[config.mk]
export PLATFORM = sky130hd
export DESIGN_NAME = crc32_record_seal_verify
export DESIGN_NICKNAME = d
export VERILOG_FILES = /design/src/crsv_pkg.sv /design/src/crsv_crc8.sv /design/src/crc32_record_seal_verify.sv
export SDC_FILE = /design/constraint.sdc
export NUM_CORES = 1
export LEC_CHECK = 0
export ABC_AREA = 1
export BUFFER_PORTS_ARGS = -buffer_cell sky130_fd_sc_hd__buf_4
export CAP_MARGIN = 10
export CORE_MARGIN = 2
export CORE_UTILIZATION = 28
export CTS_CLUSTER_SIZE = 16
export DETAILED_ROUTE_END_ITERATION = 8
export GPL_TIMING_DRIVEN = 0
export PLACE_DENSITY_LB_ADDON = 0.05
export SKIP_LAST_GASP = 1
export SLEW_MARGIN = 20
export SYNTH_ARGS = -nofsm -noshare
export SYNTH_HDL_FRONTEND = slang
export SYNTH_SLANG_ARGS = --single-unit
[constraint.sdc]
create_clock -name clk -period 5.35 [get_ports clk]
set_input_delay 1.07 -clock clk [delete_from_list [all_inputs] [get_ports clk]]
set_output_delay 1.07 -clock clk [all_outputs]
set_load 0.005 [all_outputs]
[src/crsv_pkg.sv]
// Shared types and constants for the CRC-32 record seal/verify block.
// No dependencies.
package crsv_pkg;

  localparam int unsigned SECTOR_BYTES_DEF = 8192;
  localparam int unsigned HDR_BYTES        = 8;
  localparam int unsigned STATUS_W         = 3;
  localparam int unsigned CRC_W            = 32;
  localparam int unsigned COUNT_W          = 13;

  localparam logic [CRC_W-1:0] CRC_INIT  = 32'hFFFF_FFFF;
  localparam logic [CRC_W-1:0] CRC_POLY  = 32'hEDB8_8320;
  localparam logic [CRC_W-1:0] REC_MAGIC = 32'hCA11_0E55;

  typedef enum logic [STATUS_W-1:0] {
    ST_OK           = 3'd0,
    ST_INVALID      = 3'd1,
    ST_NOT_FOUND    = 3'd2,
    ST_MISMATCH     = 3'd3,
    ST_BUF_OVERFLOW = 3'd4
  } status_t;

endpackage

[src/crsv_crc8.sv]
// One-byte step of reflected CRC-32 (poly EDB88320), eight bit steps unrolled.
// Depends on crsv_pkg.
module crsv_crc8 (
  input  logic [crsv_pkg::CRC_W-1:0] crc_in,
  input  logic [7:0]                 data,
  output logic [crsv_pkg::CRC_W-1:0] crc_out
);
  import crsv_pkg::*;

  logic [CRC_W-1:0] c;

  always_comb begin
    c = crc_in ^ {{(CRC_W-8){1'b0}}, data};
    for (int k = 0; k < 8; k++) begin
      c = (c >> 1) ^ (c[0] ? CRC_POLY : '0);
    end
    crc_out = c;
  end

endmodule

[src/crc32_record_seal_verify.sv]
// CRC-32 record seal/verify. Takes one byte per clock cycle with no bubbles
// between bytes or records as long as results are taken; the result of a
// record is held in a single output register and appears the cycle after its
// last byte is transferred. While a result waits with out_ready low, in_ready
// is low and input stalls. The eight-bit CRC step is combinational. Verify mode
// expects an 8-byte header (magic, then CRC, both little endian) before
// the payload; seal mode treats every byte as payload. Payload beyond
// SECTOR_BYTES - 8 sets overflow. Depends on crsv_pkg and crsv_crc8.
module crc32_record_seal_verify #(
  parameter int unsigned SECTOR_BYTES = crsv_pkg::SECTOR_BYTES_DEF
) (
  input  logic                          clk,
  input  logic                          rst_n,
  input  logic                          in_valid,
  output logic                          in_ready,
  input  logic                          in_mode,
  input  logic [7:0]                    in_data_byte,
  input  logic                          in_last_byte,
  output logic                          out_valid,
  input  logic                          out_ready,
  output logic [crsv_pkg::STATUS_W-1:0] out_status,
  output logic [crsv_pkg::CRC_W-1:0]    out_crc_value,
  output logic [crsv_pkg::COUNT_W-1:0]  out_payload_count
);
  import crsv_pkg::*;

  localparam int unsigned LIMIT = SECTOR_BYTES - HDR_BYTES;
  localparam int unsigned IDX_W = $clog2(SECTOR_BYTES + 1);

  logic [IDX_W-1:0] idx_r,  idx_nxt;
  logic [CRC_W-1:0] crc_r,  crc_nxt;
  logic [63:0]      hdr_r,  hdr_nxt;
  logic             mode_r, mode_nxt;
  logic             ovf_r,  ovf_nxt;

  logic             out_valid_r;
  status_t          status_r, status_nxt;
  logic [CRC_W-1:0] crc_out_r, crc_out_nxt;
  logic [COUNT_W-1:0] count_r, count_nxt;

  logic             accept;
  logic             first;
  logic [IDX_W-1:0] hdr_len;
  logic [CRC_W-1:0] crc_base, crc_step;
  logic [63:0]      hdr_base, hdr_new;
  logic             ovf_base, ovf_new;
  logic [IDX_W-1:0] idx_new;
  logic [CRC_W-1:0] crc_new;
  logic [IDX_W-1:0] count;
  logic             in_hdr;

  assign in_ready = !out_valid_r || out_ready;
  assign accept   = in_valid && in_ready;

  assign first    = (idx_r == '0);
  assign mode_nxt = first ? in_mode : mode_r;
  assign hdr_len  = mode_nxt ? '0 : IDX_W'(HDR_BYTES);
  assign crc_base = first ? CRC_INIT : crc_r;
  assign hdr_base = first ? '0 : hdr_r;
  assign ovf_base = first ? 1'b0 : ovf_r;
  assign in_hdr   = !mode_nxt && (idx_r < IDX_W'(HDR_BYTES));

  crsv_crc8 u_crc8 (
    .crc_in  (crc_base),
    .data    (in_data_byte),
    .crc_out (crc_step)
  );

  always_comb begin
    hdr_new = hdr_base;
    crc_new = crc_base;
    ovf_new = ovf_base;
    idx_new = idx_r;
    if (in_hdr) begin
      hdr_new = hdr_base | (64'(in_data_byte) << {idx_r[2:0], 3'b000});
      idx_new = idx_r + IDX_W'(1);
    end else if ((idx_r - hdr_len) < IDX_W'(LIMIT)) begin
      crc_new = crc_step;
      idx_new = idx_r + IDX_W'(1);
    end else begin
      ovf_new = 1'b1;
    end

    count       = (idx_new >= hdr_len) ? (idx_new - hdr_len) : '0;
    crc_out_nxt = ~crc_new;
    count_nxt   = COUNT_W'(32'(count));

    if (mode_nxt) begin
      if (count == '0)               status_nxt = ST_INVALID;
      else if (ovf_new)              status_nxt = ST_BUF_OVERFLOW;
      else                           status_nxt = ST_OK;
    end else begin
      if (idx_new < IDX_W'(HDR_BYTES))       status_nxt = ST_NOT_FOUND;
      else if (count == '0)                  status_nxt = ST_INVALID;
      else if (ovf_new)                      status_nxt = ST_BUF_OVERFLOW;
      else if (hdr_new[31:0] != REC_MAGIC)   status_nxt = ST_NOT_FOUND;
      else if (crc_out_nxt != hdr_new[63:32]) status_nxt = ST_MISMATCH;
      else                                   status_nxt = ST_OK;
    end

    if (in_last_byte) begin
      idx_nxt = '0;
      crc_nxt = CRC_INIT;
      hdr_nxt = '0;
      ovf_nxt = 1'b0;
    end else begin
      idx_nxt = idx_new;
      crc_nxt = crc_new;
      hdr_nxt = hdr_new;
      ovf_nxt = ovf_new;
    end
  end

  always_ff @(posedge clk) begin
    if (!rst_n) begin
      idx_r       <= '0;
      crc_r       <= CRC_INIT;
      hdr_r       <= '0;
      mode_r      <= 1'b0;
      ovf_r       <= 1'b0;
      out_valid_r <= 1'b0;
    end else begin
      if (accept) begin
        idx_r  <= idx_nxt;
        crc_r  <= crc_nxt;
        hdr_r  <= hdr_nxt;
        mode_r <= mode_nxt;
        ovf_r  <= ovf_nxt;
      end
      if (accept && in_last_byte) begin
        out_valid_r <= 1'b1;
      end else if (out_ready) begin
        out_valid_r <= 1'b0;
      end
    end
  end

  // result payload, no reset needed
  always_ff @(posedge clk) begin
    if (accept && in_last_byte) begin
      status_r  <= status_nxt;
      crc_out_r <= crc_out_nxt;
      count_r   <= count_nxt;
    end
  end

  assign out_valid         = out_valid_r;
  assign out_status        = status_r;
  assign out_crc_value     = crc_out_r;
  assign out_payload_count = count_r;

endmodule

== Yosys cells after proc, flatten, opt, wreduce, memory -nomap -nowiden ==
Index checks and enable logic that the tools add are counted.
Word-level totals
  input bits: 14
  flip-flop bits (word level): 161
  output and inout bits: 50
Operators by class
  equal/unequal tests: 2
  magnitude comparators: 4
  shift-type cells: 1
  reduce and logical (&&, ||, !) cells: 9
  add/sub/neg operators: 3
  multiplexer cells: 35
  bitwise logic cells: 11
Operators with widths (number)
  $mux 32: 12
  $xor 31x32->32: 8
  $mux 64: 3
  $or 64x64->64: 1
  $shl 8x6->64: 1
  $mux 14: 4
  $ne 32x32->1: 1
  $ne 32x32->1 const B: 1
  $not 32->32: 1
  $xor 32x8->32: 1
  $logic_not 14->1: 2
  $lt 14x4->1 const B: 2
  $sub 14x4->14: 2
  $mux 3: 6
  $add 14x1->14 const B: 1
  $ge 14x4->1: 1
  $lt 14x13->1 const B: 1
  $mux 1: 7
  $mux 2: 2
  $mux 4: 1
  $logic_and 1x1->1: 3
  $logic_not 1->1: 2
  $reduce_bool 2->1: 1
  $logic_or 1x1->1: 1

== Depth between registers and ports, before layout ==
  depth in word-level cells: 29
  mapped depth: 36
  depth with buffers taken out: 33

== Hierarchy ==
From an unflattened synthesis, not the netlist that was laid out.
Second synthesis, totals
  cells, all modules: 1603
  area, all modules: 10722.8 µm²
By module, submodules not included
  crc32_record_seal_verify: seq. area each 3703.6 µm², times used 1, cells each 1382, area an instance 9459.1 µm²
  crsv_crc8: seq. area each 0.0 µm², times used 1, cells each 221, area an instance 1263.7 µm²

== Least setup slack after synthesis ==
Ideal clock, no wire load.
  path kind: reg2reg
  from: register idx_r[1]
  to: register status_r[2] (netlist: out_status[2]) (data pin)
  required time: 5.095 ns
  setup time: 0.255 ns
  buffers on the path: 3
  arrival: 4.512 ns
  path slack: 0.583 ns
  stages on the path, launching flop included: 34
  cells stage by stage: dfxtp_1 > buf_2 > clkinv_1 > ha_1 > nand2_1 > nor2_1 > and2_1 > buf_4 > nand2_2 > nand2_1 > inv_1 > ha_1 > ha_1 > nor3_1 > nand4_1 > nor2_2 > nand2_4 > nand2_4 > buf_6 > nand2_4 > nand2_1 > xor2_1 > ha_1 > ha_1 > nand3_1 > nor2_1 > nand3_1 > inv_1 > nand3_1 > nand3_1 > nand2_1 > nor2_1 > nand2_1 > and3_1
On the way
  cells in the longest elaborated chain, start to end: 13
RTL lines
  start, declared: line crc32_record_seal_verify.sv:30  | logic [IDX_W-1:0] idx_r, idx_nxt;
  start signal, assigned: line crc32_record_seal_verify.sv:124  | idx_r <= idx_nxt;
  $logic_not 14->1: line crc32_record_seal_verify.sv:55  | assign first = (idx_r == '0);
  $mux 1: line crc32_record_seal_verify.sv:56  | assign mode_nxt = first ? in_mode : mode_r;
  $mux 4: line crc32_record_seal_verify.sv:57  | assign hdr_len = mode_nxt ? '0 : IDX_W'(HDR_BYTES);
  $sub 14x4->14: line crc32_record_seal_verify.sv:77  | end else if ((idx_r - hdr_len) < IDX_W'(LIMIT)) begin
  $lt 14x13->1: line crc32_record_seal_verify.sv:77
  $mux 14: line crc32_record_seal_verify.sv:77
  $mux 14: line crc32_record_seal_verify.sv:74  | if (in_hdr) begin
  $sub 14x4->14 or $ge 14x4->1 (tied branches): line crc32_record_seal_verify.sv:84  | count = (idx_new >= hdr_len) ? (idx_new - hdr_len) : '0;
  $mux 14: line crc32_record_seal_verify.sv:84
  $logic_not 14->1: line crc32_record_seal_verify.sv:89, crc32_record_seal_verify.sv:94
  $mux 3: line crc32_record_seal_verify.sv:94  | else if (count == '0) status_nxt = ST_INVALID;
  $mux 3: line crc32_record_seal_verify.sv:93  | if (idx_new < IDX_W'(HDR_BYTES)) status_nxt = ST_NOT_FOUND;
  $mux 3 (*): line crc32_record_seal_verify.sv:88  | if (mode_nxt) begin
  named net status_nxt[2]: line crc32_record_seal_verify.sv:37  | status_t status_r, status_nxt;
  end signal, assigned: line crc32_record_seal_verify.sv:141  | status_r <= status_nxt;
  end, declared: line crc32_record_seal_verify.sv:37
The timed path passes the listed nets; every way through them passes the cells marked *.
A chain may end at the register's enable or synchronous reset.

== Worst setup path after layout ==
Same ends and word-level chain as after synthesis.

==> results_tabular.tex <==
\begin{tabular}{lr}
\hline
Metric & Value \\
\hline
\multicolumn{2}{l}{\textbf{Drt}} \\
\quad Per-cell via count in the routed design & 4.96 \\
\quad Via total after detailed routing & 11400 \\
\quad Number of iterations in the first detailed-routing pass & 5 \\
\quad Post-Route WL & 44800 µm \\
\quad Remaining DRCs & 0 \\
\quad Antenna violation net count after detailed routing & 0 \\
\quad Starting DRT DRC Count & 1034 \\
\quad Average routed wire per standard cell & 19.4 µm \\
\multicolumn{2}{l}{\textbf{Global route}} \\
\quad Global Route Usage Sum & 0.223 \\
\quad Total congestion overflow after global routing & 0 \\
\quad Initial antenna violation count & 0 \\
\quad Number of global-route vias before repair & 10600 \\
\quad Pin count of the biggest net entering global routing & 29 \\
\quad First-pass GRT wire length & 67200 µm \\
\multicolumn{2}{l}{\textbf{Logic synthesis}} \\
\quad Post-synth EDFFs & 48 \\
\quad Average cell area after synthesis & 6.39 µm² \\
\quad Compound-cell area share of the yosys netlist & 0.125 \\
\quad Number of nets produced by synthesis & 1712 \\
\quad Yosys warning total & 0 \\
\quad Number of library cell types mapped by synthesis & 47 \\
\quad Async set-reset flop share out of synthesis & 0 \\
\quad Proportion of synthesized area in mux cells & 0 \\
\quad Sequential element share of the synthesized area & 0.343 \\
\quad Simple logic cell fraction of the synthesized area & 0.401 \\
\quad Area share of fa/ha/maj cells after synthesis & 0.00811 \\
\quad Cell area after synthesis & 10800 µm² \\
\quad Share of the synthesized netlist area taken by xor and xnor gates & 0.0218 \\
\quad Number of synthesized register bits & 161 \\
\quad Main combinational cell family by area after synthesis & simple AND/OR/NAND/NOR gates \\
\quad Ys flop type & sky130\_fd\_sc\_hd\_\_dfxtp\_1 \\
\quad Number of instances in the synthesized netlist & 1691 \\
\multicolumn{2}{l}{\textbf{STA}} \\
\quad Worst hold slack & 0.464 ns \\
\quad Final-report hold violation count & 0 \\
\quad Worst rel slew slack & 0.306 \\
\quad Post-route fraction of the period consumed by the critical path & 0.932 \\
\quad Skew final & 0.0156 ns \\
\quad RSZ-0062 raised after global routing & false \\
\quad Number of endpoints failing setup at the final stage & 0 \\
\quad Pin slew with the least headroom to its limit & 1.04 ns \\
\quad Minimum clock period after layout & 4.98 ns \\
\quad Maximum operating frequency & 201 MHz \\
\quad Pins Over Slew Limit & 0 \\
\multicolumn{2}{l}{\textbf{Clock network}} \\
\quad Clock Tree Root & sky130\_fd\_sc\_hd\_\_clkbuf\_16 \\
\quad Post-CTS Hold Fix Bufs & 0 \\
\quad Worst-skew pair later-pin latency & 0.46 ns \\
\quad Clock H-tree levels & 4 \\
\quad Clock tree sinks & 161 \\
\quad Clk pin slew, worst setup/hold paths & 0.08 ns \\
\quad Clock tree from TritonCTS & built \\
\quad Number of clock buffers inserted by TritonCTS & 17 \\
\quad Maximum clock path buffer count & 2 \\
\multicolumn{2}{l}{\textbf{Setup path}} \\
\quad Crit path arrival time & 5.19 ns \\
\quad Endpoint required time on the critical path & 5.56 ns \\
\quad Crit start category & register \\
\quad Critical setup path kind & reg2reg \\
\quad Most used cell, CP & sky130\_fd\_sc\_hd\_\_nand2\_1 \\
\quad Largest delay share family, worst path & simple AND/OR/NAND/NOR gates \\
\quad Startpoint of the worst register-to-register path & idx\_r[1] \\
\quad CP Capture Type & register \\
\quad Critical path fanouts, max & 10 \\
\quad Setup crit start & idx\_r[1] \\
\quad Bufs and invs on worst path & 6 \\
\quad Delay of the slowest cell on the worst path & 0.36 ns \\
\quad Master of the slowest instance on the critical path & sky130\_fd\_sc\_hd\_\_dfxtp\_1 \\
\multicolumn{2}{l}{\textbf{Die}} \\
\quad Cell Rows & 71 \\
\quad Die Height & 200 µm \\
\quad Width of the chip & 200 µm \\
\quad IO Count & 64 \\
\quad Die Outline Area & 40200 µm² \\
\quad Core Region & 37800 µm² \\
\quad Starting density of the core & 0.285 \\
\multicolumn{2}{l}{\textbf{Cells and area}} \\
\quad Diodes inserted & 0 \\
\quad Ratio of cells with drive above 1 in the final layout & 0.125 \\
\quad Signed area change from the synthesized netlist to the final layout & 17.3\% \\
\quad Nets & 1800 \\
\quad Post-Route Utilization & 0.335 \\
\multicolumn{2}{l}{\textbf{Flow run}} \\
\quad Number of maximum-capacitance violations & 0 \\
\multicolumn{2}{l}{\textbf{Power}} \\
\quad Max rail drop VDD & 242 µV \\
\quad Cell Pwr Density & 340 nW/µm² \\
\quad LEAKAGE & 5.69 nW \\
\multicolumn{2}{l}{\textbf{Run status}} \\
\quad Outcome & finished, final reports clean \\
\multicolumn{2}{l}{\textbf{Placement}} \\
\quad Quantity of I/O buffers inserted on ports & 63 \\
\quad Post-detailed-placement half-perimeter wirelength & 35400 µm \\
\quad Routability cong. & 0.939 \\
\multicolumn{2}{l}{\textbf{Min path}} \\
\quad Path class of the lowest-slack min-delay path & reg2reg \\
\quad Hold path startpoint & hdr\_r[9] \\
\hline
\end{tabular}
-- routing by layer --
metal  GRT usage  up-vias  part of all wire
li1            -     5641                 -
met5           0        -                 0
met1       0.325     5412              0.49
met2       0.331      317              0.42
met4      0.0706        0             0.024
met3      0.0397       47             0.064
-- cell usage after synthesis (4+ instances only) --
| cell | n | area share |
|---|---|---|
| sky130_fd_sc_hd__a21boi_1 | 4 | 0.0028 |
| sky130_fd_sc_hd__a21oi_1 | 109 | 0.051 |
| sky130_fd_sc_hd__a22oi_1 | 22 | 0.015 |
| sky130_fd_sc_hd__a2bb2oi_1 | 14 | 0.011 |
| sky130_fd_sc_hd__a31oi_1 | 5 | 0.0029 |
| sky130_fd_sc_hd__and3_1 | 4 | 0.0023 |
| sky130_fd_sc_hd__buf_1 | 4 | 0.0014 |
| sky130_fd_sc_hd__buf_2 | 13 | 0.0060 |
| sky130_fd_sc_hd__buf_4 | 6 | 0.0042 |
| sky130_fd_sc_hd__buf_6 | 10 | 0.010 |
| sky130_fd_sc_hd__clkbuf_1 | 42 | 0.015 |
| sky130_fd_sc_hd__dfxtp_1 | 113 | 0.21 |
| sky130_fd_sc_hd__edfxtp_1 | 48 | 0.13 |
| sky130_fd_sc_hd__ha_1 | 7 | 0.0081 |
| sky130_fd_sc_hd__inv_1 | 173 | 0.060 |
| sky130_fd_sc_hd__inv_2 | 12 | 0.0042 |
| sky130_fd_sc_hd__nand2_1 | 602 | 0.21 |
| sky130_fd_sc_hd__nand2_2 | 35 | 0.020 |
| sky130_fd_sc_hd__nand2_4 | 7 | 0.0073 |
| sky130_fd_sc_hd__nand3_1 | 145 | 0.067 |
| sky130_fd_sc_hd__nand4_1 | 27 | 0.016 |
| sky130_fd_sc_hd__nor2_1 | 127 | 0.044 |
| sky130_fd_sc_hd__nor2_2 | 9 | 0.0052 |
| sky130_fd_sc_hd__nor2_4 | 6 | 0.0063 |
| sky130_fd_sc_hd__nor3_1 | 22 | 0.010 |
| sky130_fd_sc_hd__nor4_1 | 5 | 0.0029 |
| sky130_fd_sc_hd__o21ai_0 | 48 | 0.022 |
| sky130_fd_sc_hd__o21ai_1 | 19 | 0.0088 |
| sky130_fd_sc_hd__o21ai_2 | 4 | 0.0032 |
| sky130_fd_sc_hd__xor2_1 | 22 | 0.018 |
-- final cells by class --
cell class	count	area, µm²
Tap cell	511	639
Clock buffer	17	425
Multi-Input combinational cell	1269	6070
Inverter	186	709
Sequential cell	161	3700
Timing Repair Buffer	69	543
Buffer	75	412
Fill cell	4300	25200
Clock inverter	15	160
-- tightest hold or removal path, cell delays in order, from the launching register on --
cell                      delay (ns)
sky130_fd_sc_hd__dfxtp_1        0.31
sky130_fd_sc_hd__nand2_1        0.06
sky130_fd_sc_hd__a21oi_1        0.05
-- what timing repair did --
item / 4_1_cts / 5_1_grt
resized for setup: 14 / 9
buffers inserted: 1 / 3
pin swaps: 0 / 4
endpoints found under the setup margin: 5 / 3
-- logic make-up (layout without fill, tap and decap cells) --
family | Yosys count | in the layout
AND/OR/NAND/NOR | 1001 | 1001
buffers and inverters | 261 | 362
AO/OA/AOI/OAI | 235 | 235
flip-flops | 161 | 161
XOR/XNOR | 26 | 26
adder cells (fa/ha/maj) | 7 | 7
-- worst paths after layout --
| kind | end | slack (ns) | cells after the start |
|---|---|---|---|
| worst max-delay path | out_status[2] | 0.37 | 33 |
| worst min-delay path | hdr_r[9] | 0.46 | 2 |
| worst max register to register | out_status[2] | 0.37 | 33 |
| worst min register to register | hdr_r[9] | 0.46 | 2 |
-- layout by cell type (no fill, tap or decap), drive strengths merged, types with 3 or more instances in the layout --
cell type / n
a2bb2oi: 14
dfxtp: 113
nor2: 142
o21ai: 71
nor4: 5
a21boi: 4
nor3: 23
a22oi: 22
inv: 188
nand3: 149
a31oi: 5
a21oi: 110
clkinv: 10
and3: 4
ha: 7
nand2: 644
nand4: 27
xor2: 23
or2: 3
clkbuf: 59
buf: 102
edfxtp: 48
xnor2: 3
-- metrics by stage --
| step | TNS [ns] | total power [mW] | setup WS [ns] | instance area (µm²) | std cells |
|---|---|---|---|---|---|
| 3_3_place_gp | -45.41 | 3.02 | -0.926 | 11900 | 2265 |
| 6_report | 0 | 4.31 | 0.366 | 12700 | 2303 |
| 2_1_floorplan | 0 | 2.43 | 0.583 | 10800 | 1691 |
| 3_5_place_dp | -1.89 | 3.02 | -0.648 | 12000 | 2267 |
| 4_1_cts | 0 | 4.31 | 0.0123 | 12600 | 2300 |
| 5_1_grt | 0 | 4.57 | 0.00796 | 12700 | 2303 |
-- report_power, final --
part,internal (mW),switching [mW]
logic,0.482,1.16
clock network,0.694,0.574
registers,1.36,0.0311
-- flip-flops by register name, indices dropped and copies added (netlist names) --
signal,flops
hdr_r,64
ovf_r,1
out_valid,1
mode_r,1
out_crc_value,32
out_payload_count,13
idx_r,14
out_status,3
crc_r,32
Note: power is estimated with default switching activity, not from simulation.
